==> src/design/track_impact_parameter_top_macros.svh <==
// assertion macros for the track impact parameter block
// used by track_impact_parameter_top; expects clk and arst_n in scope
`ifndef TRACK_IMPACT_PARAMETER_TOP_MACROS_SVH
`define TRACK_IMPACT_PARAMETER_TOP_MACROS_SVH
`ifndef SYNTHESIS
`define TIP_ASSERT(lbl, prop) \
	lbl: assert property (@(posedge clk) disable iff (!arst_n) prop) \
		else $error("tip assertion failed");
`define TIP_ASSERT_ALWAYS(lbl, prop) \
	lbl: assert property (@(posedge clk) prop) \
		else $error("tip assertion failed");
`else
`define TIP_ASSERT(lbl, prop)
`define TIP_ASSERT_ALWAYS(lbl, prop)
`endif
`endif

==> src/design/tip_pkg.sv <==
// package for the track impact parameter block
// widths, derived widths and the side-band tag; no dependencies
package tip_pkg;
	localparam int COORD_BITS = 20;
	localparam int MOM_BITS   = 20;
	localparam int DIST_BITS  = 22;

	localparam int D_W    = COORD_BITS + 1;
	localparam int PROD_W = MOM_BITS + D_W;
	localparam int CR_W   = PROD_W + 1;
	localparam int MAG_W  = CR_W;
	localparam int H_W    = MAG_W / 2;
	localparam int L_W    = MAG_W - H_W;
	localparam int SQ_W   = 2 * MAG_W;
	localparam int CSQ_W  = SQ_W + 2;
	localparam int PSQ_W  = 2 * MOM_BITS + 2;
	localparam int Q_W    = 2 * DIST_BITS;
	localparam int DIV_W  = (CSQ_W > PSQ_W + Q_W) ? CSQ_W : PSQ_W + Q_W;
	localparam int RT_W   = Q_W + 1;

	typedef struct packed {
		logic valid;
		logic no_dir;
		logic ovf;
	} tip_tag_t;
endpackage

==> src/design/tip_isqrt.sv <==
// pipelined integer square root, one root bit per stage
// depends on tip_pkg; tag rides along with the data
module tip_isqrt import tip_pkg::*; (
	input  logic                 clk,
	input  logic                 arst_n,
	input  logic                 en,
	input  tip_tag_t             tag_i,
	input  logic [Q_W-1:0]       rad,
	output tip_tag_t             tag_o,
	output logic [DIST_BITS-1:0] root
);
	logic [RT_W-1:0] op_s  [1:DIST_BITS];
	logic [RT_W-1:0] res_s [1:DIST_BITS];
	tip_tag_t        tag_s [1:DIST_BITS];

	genvar k;
	for (k = 0; k < DIST_BITS; k++) begin : g_step
		logic [RT_W-1:0] op_in;
		logic [RT_W-1:0] res_in;
		tip_tag_t        tag_in;
		logic [RT_W-1:0] one;
		logic [RT_W-1:0] trial;
		logic            ge;

		if (k == 0) begin : g_first
			assign op_in  = RT_W'(rad);
			assign res_in = '0;
			assign tag_in = tag_i;
		end else begin : g_next
			assign op_in  = op_s[k];
			assign res_in = res_s[k];
			assign tag_in = tag_s[k];
		end

		assign one   = RT_W'(1) << (Q_W - 2 - 2 * k);
		assign trial = res_in + one;
		assign ge    = op_in >= trial;

		always_ff @(posedge clk or negedge arst_n) begin
			if (!arst_n) begin
				tag_s[k+1] <= '0;
			end else if (en) begin
				tag_s[k+1] <= tag_in;
			end
		end

		always_ff @(posedge clk) begin
			if (en) begin
				op_s[k+1]  <= ge ? op_in - trial : op_in;
				res_s[k+1] <= ge ? (res_in >> 1) + one : res_in >> 1;
			end
		end
	end

	assign tag_o = tag_s[DIST_BITS];
	assign root  = res_s[DIST_BITS][DIST_BITS-1:0];
endmodule
==> config.mk <==
export PLATFORM = sky130hd
export DESIGN_NAME = tip_isqrt
export DESIGN_NICKNAME = d
export VERILOG_FILES = /design/src/design/track_impact_parameter_top_macros.svh /design/src/design/tip_pkg.sv /design/src/design/tip_isqrt.sv
export SDC_FILE = /design/constraint.sdc
export NUM_CORES = 2
export LEC_CHECK = 0
export BUFFER_PORTS_ARGS = -buffer_cell sky130_fd_sc_hd__buf_2
export CAP_MARGIN = 25
export CORE_ASPECT_RATIO = 0.9
export CORE_MARGIN = 2
export CORE_UTILIZATION = 43
export CTS_BUF_LIST = sky130_fd_sc_hd__clkbuf_4 sky130_fd_sc_hd__clkbuf_8 sky130_fd_sc_hd__clkbuf_16
export DETAILED_ROUTE_END_ITERATION = 10
export GPL_TIMING_DRIVEN = 0
export PLACE_DENSITY_LB_ADDON = 0.05
export SETUP_SLACK_MARGIN = 0.02
export SYNTH_ARGS = -nofsm -noshare
export SYNTH_HDL_FRONTEND = slang
export SYNTH_SLANG_ARGS = --single-unit
==> constraint.sdc <==
create_clock -name clk -period 3.94 [get_ports clk]
set_input_delay 0.591 -clock clk [delete_from_list [all_inputs] [get_ports clk]]
set_output_delay 0.591 -clock clk [all_outputs]
set_load 0.03 [all_outputs]
==> run_results.csv <==
group,metric,value,unit
floorplan,die_h,356,µm
routing,initialDrtViolationCount,2714,
timing,hold_viol,0,
power_and_ir_drop,powerDensity,552,nW/µm²
cts,cts_root_buf,"clkbuf_16",
power_and_ir_drop,power_switching,10.2,mW
timing,rsz0062_at_grt,"no",
synth,ys_warn_count,0,
timing,finalCriticalPeriod,3780,ps
synth,synth_edf_count,1198,
floorplan,start_util,43.2,%
power_and_ir_drop,vdd_drop_max,0.462,mV
synth,ys_seq_elements,1264,
global_route,overflow,0,
critical_path,r2r_setup_slack,160,ps
critical_path,critPathKind,"reg -> reg",
synth,synth.distinct_cells,86,
final_layout,layout.nets,5160,
synth,syn_avg_cell_area,13.0,µm²
routing,final_antenna_net_count,0,
critical_path,cp_max_fo,10,
routing,drc,0,
timing,post-route-period-util,95.9,%
critical_path,slowest_delay,460,ps
synth,synth-async-reset-ratio,5.22,%
final_layout,insertedDiodeCount,0,
synth,dominantRegCellSynth,"edfxtp_1",
routing,num_vias,36200,
global_route,antenna_found_initial,2,
cts,clkTransAtPathRegs,50,ps
synth,syn_area,59300,µm²
final_layout,nFillCells,12200,
global_route,grt_max_degree,171,
floorplan,rows,129,
timing,relSlewSlack,28.7,%
floorplan,die_w,395,µm
critical_path,cp_common_cell,"a21oi_1",
routing,drt-total-wl,133,mm
cts,cts_max_path_buffers,3,
global_route,grt_pass1_wl,207,mm
global_route,grt_pass1_vias,35900,
global_route,grt.total_usage,18.9,%
power_and_ir_drop,p_leak,25.4,nW
job,max_cap_viol_count,0,
critical_path,worst_setup_path_start_kind,"flip-flop",
global_route,busiest_layer,"met2",
timing,tightest_slew,1070,ps
routing,post_drt_wl_per_cell,19.7,µm
timing,setup_slack,162,ps
power_and_ir_drop,seqPwrFrac,48.8,%
cts,cts_made_buffers,138,
final_layout,drive_gt1_share,10.1,%
synth,yosys.area.top_type_share,60.7,%
critical_path,crit_arrival,4260,ps
final_layout,final_core_util,49.0,%
cts,post_cts_buffers,0,
global_route,met3_usage,2.82,%
global_route,met2_usage,31.0,%
synth,synth_most_common_cell,"edfxtp_1",
placement,portBuffers,74,
timing,clock_skew,53.5,ps
synth,yosys-top-cells-area,"edfxtp_1 (61%), ha_1 (5.7%), xnor2_1 (3.1%)",
critical_path,crit_required,4420,ps
timing,tns,0,ps
min_path,hp-class,"in -> reg",
critical_path,path_cells,"ha_1 > or3_1 > o22ai_1 > a21oi_1 > o311ai_0 > or3b_1 > buf_2 > buf_1 > nor2_1 > a21oi_1",
power_and_ir_drop,p_comb_share,16.6,%
power_and_ir_drop,intPower,26.9,mW
timing,slew_violations,0,
final_layout,multiInputGateArea,20200,µm²
cts,insertion_delay,760,ps
final_layout,area_growth,13.5,%
cts,cts_tree,"yes",
cts,cts-htree-levels,4,
routing,dr.pass1.iters,6,
synth,syn-instance-count,4568,
synth,synth_common_cells,"edfxtp_1 (1198), inv_1 (316), nand2_1 (295)",
global_route,grt.met1_usage,26.2,%
floorplan,fp.dieArea,141000,µm²
placement,dp_hpwl,98.4,mm
placement,place_congestion,0.847,
floorplan,ios,75,
power_and_ir_drop,switching_share,27.6,%
critical_path,critPathCaptureType,"flip-flop",
routing,via_per_inst,5.33,
timing,max_freq,265,MHz
power_and_ir_drop,clkPwrFrac,34.7,%
synth,ys_seq_area_share,63.5,%
critical_path,cp_slowest_cell,"o311ai_0",
synth,synth_largest_area_cell,"edfxtp_1",
placement,dp_worst_setup_slack,-456,ps
cts,cts_sinks,1264,
power_and_ir_drop,power,37.2,mW
status,status,"finished clean",
floorplan,fp.coreArea,137000,µm²
final_layout,seq_area,37600,µm²
synth,synthesis.nets,4889,
timing,finalSetupViolations,0,
## power groups by stage
stage	logic, mW	registers (mW)	clock network (mW)
4_1_cts	6.17	18.2	13.3
3_5_place_dp	6.08	18.4	0
2_1_floorplan	4.47	17.9	0
6_report	6.15	18.1	12.9
5_1_grt	6.92	18.3	13.8
3_3_place_gp	6.03	18.9	0
## critical path: cells and delay by family, from the launching register on
family,cells,cell delay (ps)
compound gates,4,1110
fa+ha+maj,1,280
buf+inv,2,600
flops,1,410
simple gates,3,1080
## flip-flops by register name, summed over array words and instances (netlist names)
register,cells
g_step.tag_in,63
op_s,945
res_s,253
tag_o,3
## per-layer routing
metal	part of all wire [%]	up-vias
met5	0	-
met4	2.3	0
met3	3.8	202
met1	46	17600
li1	-	17700
met2	47	649
## worst paths after layout
path / startpoint / end / depth (start not counted)
max: op_s[0][906] / op_s[0][968] / 10
min: tag_i[0] / g_step[1].tag_in[0] / 2
max reg2reg: op_s[0][906] / op_s[0][968] / 10
min reg2reg: res_s[0][776] / res_s[0][820] / 0
max in group asynchronous: arst_n / g_step[6].tag_in[2] / 2
min in group asynchronous: arst_n / tag_o[0] / 2
## cells in the final DEF (no fill, tap or decap), types with 66 or more instances in the layout
master	instances
nand3_1	67
o21ai_0	192
nor4_1	150
a21oi_1	241
nand2_1	295
mux2_2	105
dfrtp_1	66
ha_1	271
inv_1	316
buf_2	87
clkbuf_16	142
edfxtp_1	1198
xnor2_1	211
nor2_1	260
xor2_1	195
nor3_1	130
a21o_1	92
## kinds of logic (layout without fill, tap and decap cells)
group / after synthesis / after routing / share of synthesized area, %
and+or+nand+nor: 1303 / 1303 / 11.5
DFF: 1264 / 1264 / 63.5
AOI/OAI and AO/OA: 806 / 806 / 8.59
xor gates and xnor gates: 406 / 406 / 6.00
buffers and inverters: 403 / 784 / 2.60
adders and majority gates: 271 / 271 / 5.72
muxes: 114 / 114 / 2.15
other: 1 / 1 / 0.00633
## per-stage QoR
stage	area, µm²	hold WS [ps]	cells
6_report	67300	68.9	6783
5_1_grt	67300	17.3	6783
4_1_cts	67200	0.745	6780
3_5_place_dp	62200	430	6487
3_3_place_gp	61900	421	6476
2_1_floorplan	59300	295	4568
## what timing repair did
action / in CTS / in global routing
endpoints found under the hold margin: 109 / 0
hold buffers: 44 / 0
cloned: 0 / 0
gates resized for setup: 6 / 20
endpoints found under the setup margin: 47 / 81
## final cells by class
class / instances / share of cell area, %
buffer: 82 / 0.508
clock buffer: 177 / 5.68
clock inverter: 73 / 1.10
inverter: 320 / 1.79
multi-input combinational: 2901 / 30.0
sequential: 1264 / 55.9
tap: 1834 / 3.41
timing repair buffer: 132 / 1.57
(Power assumes the default switching activity.)
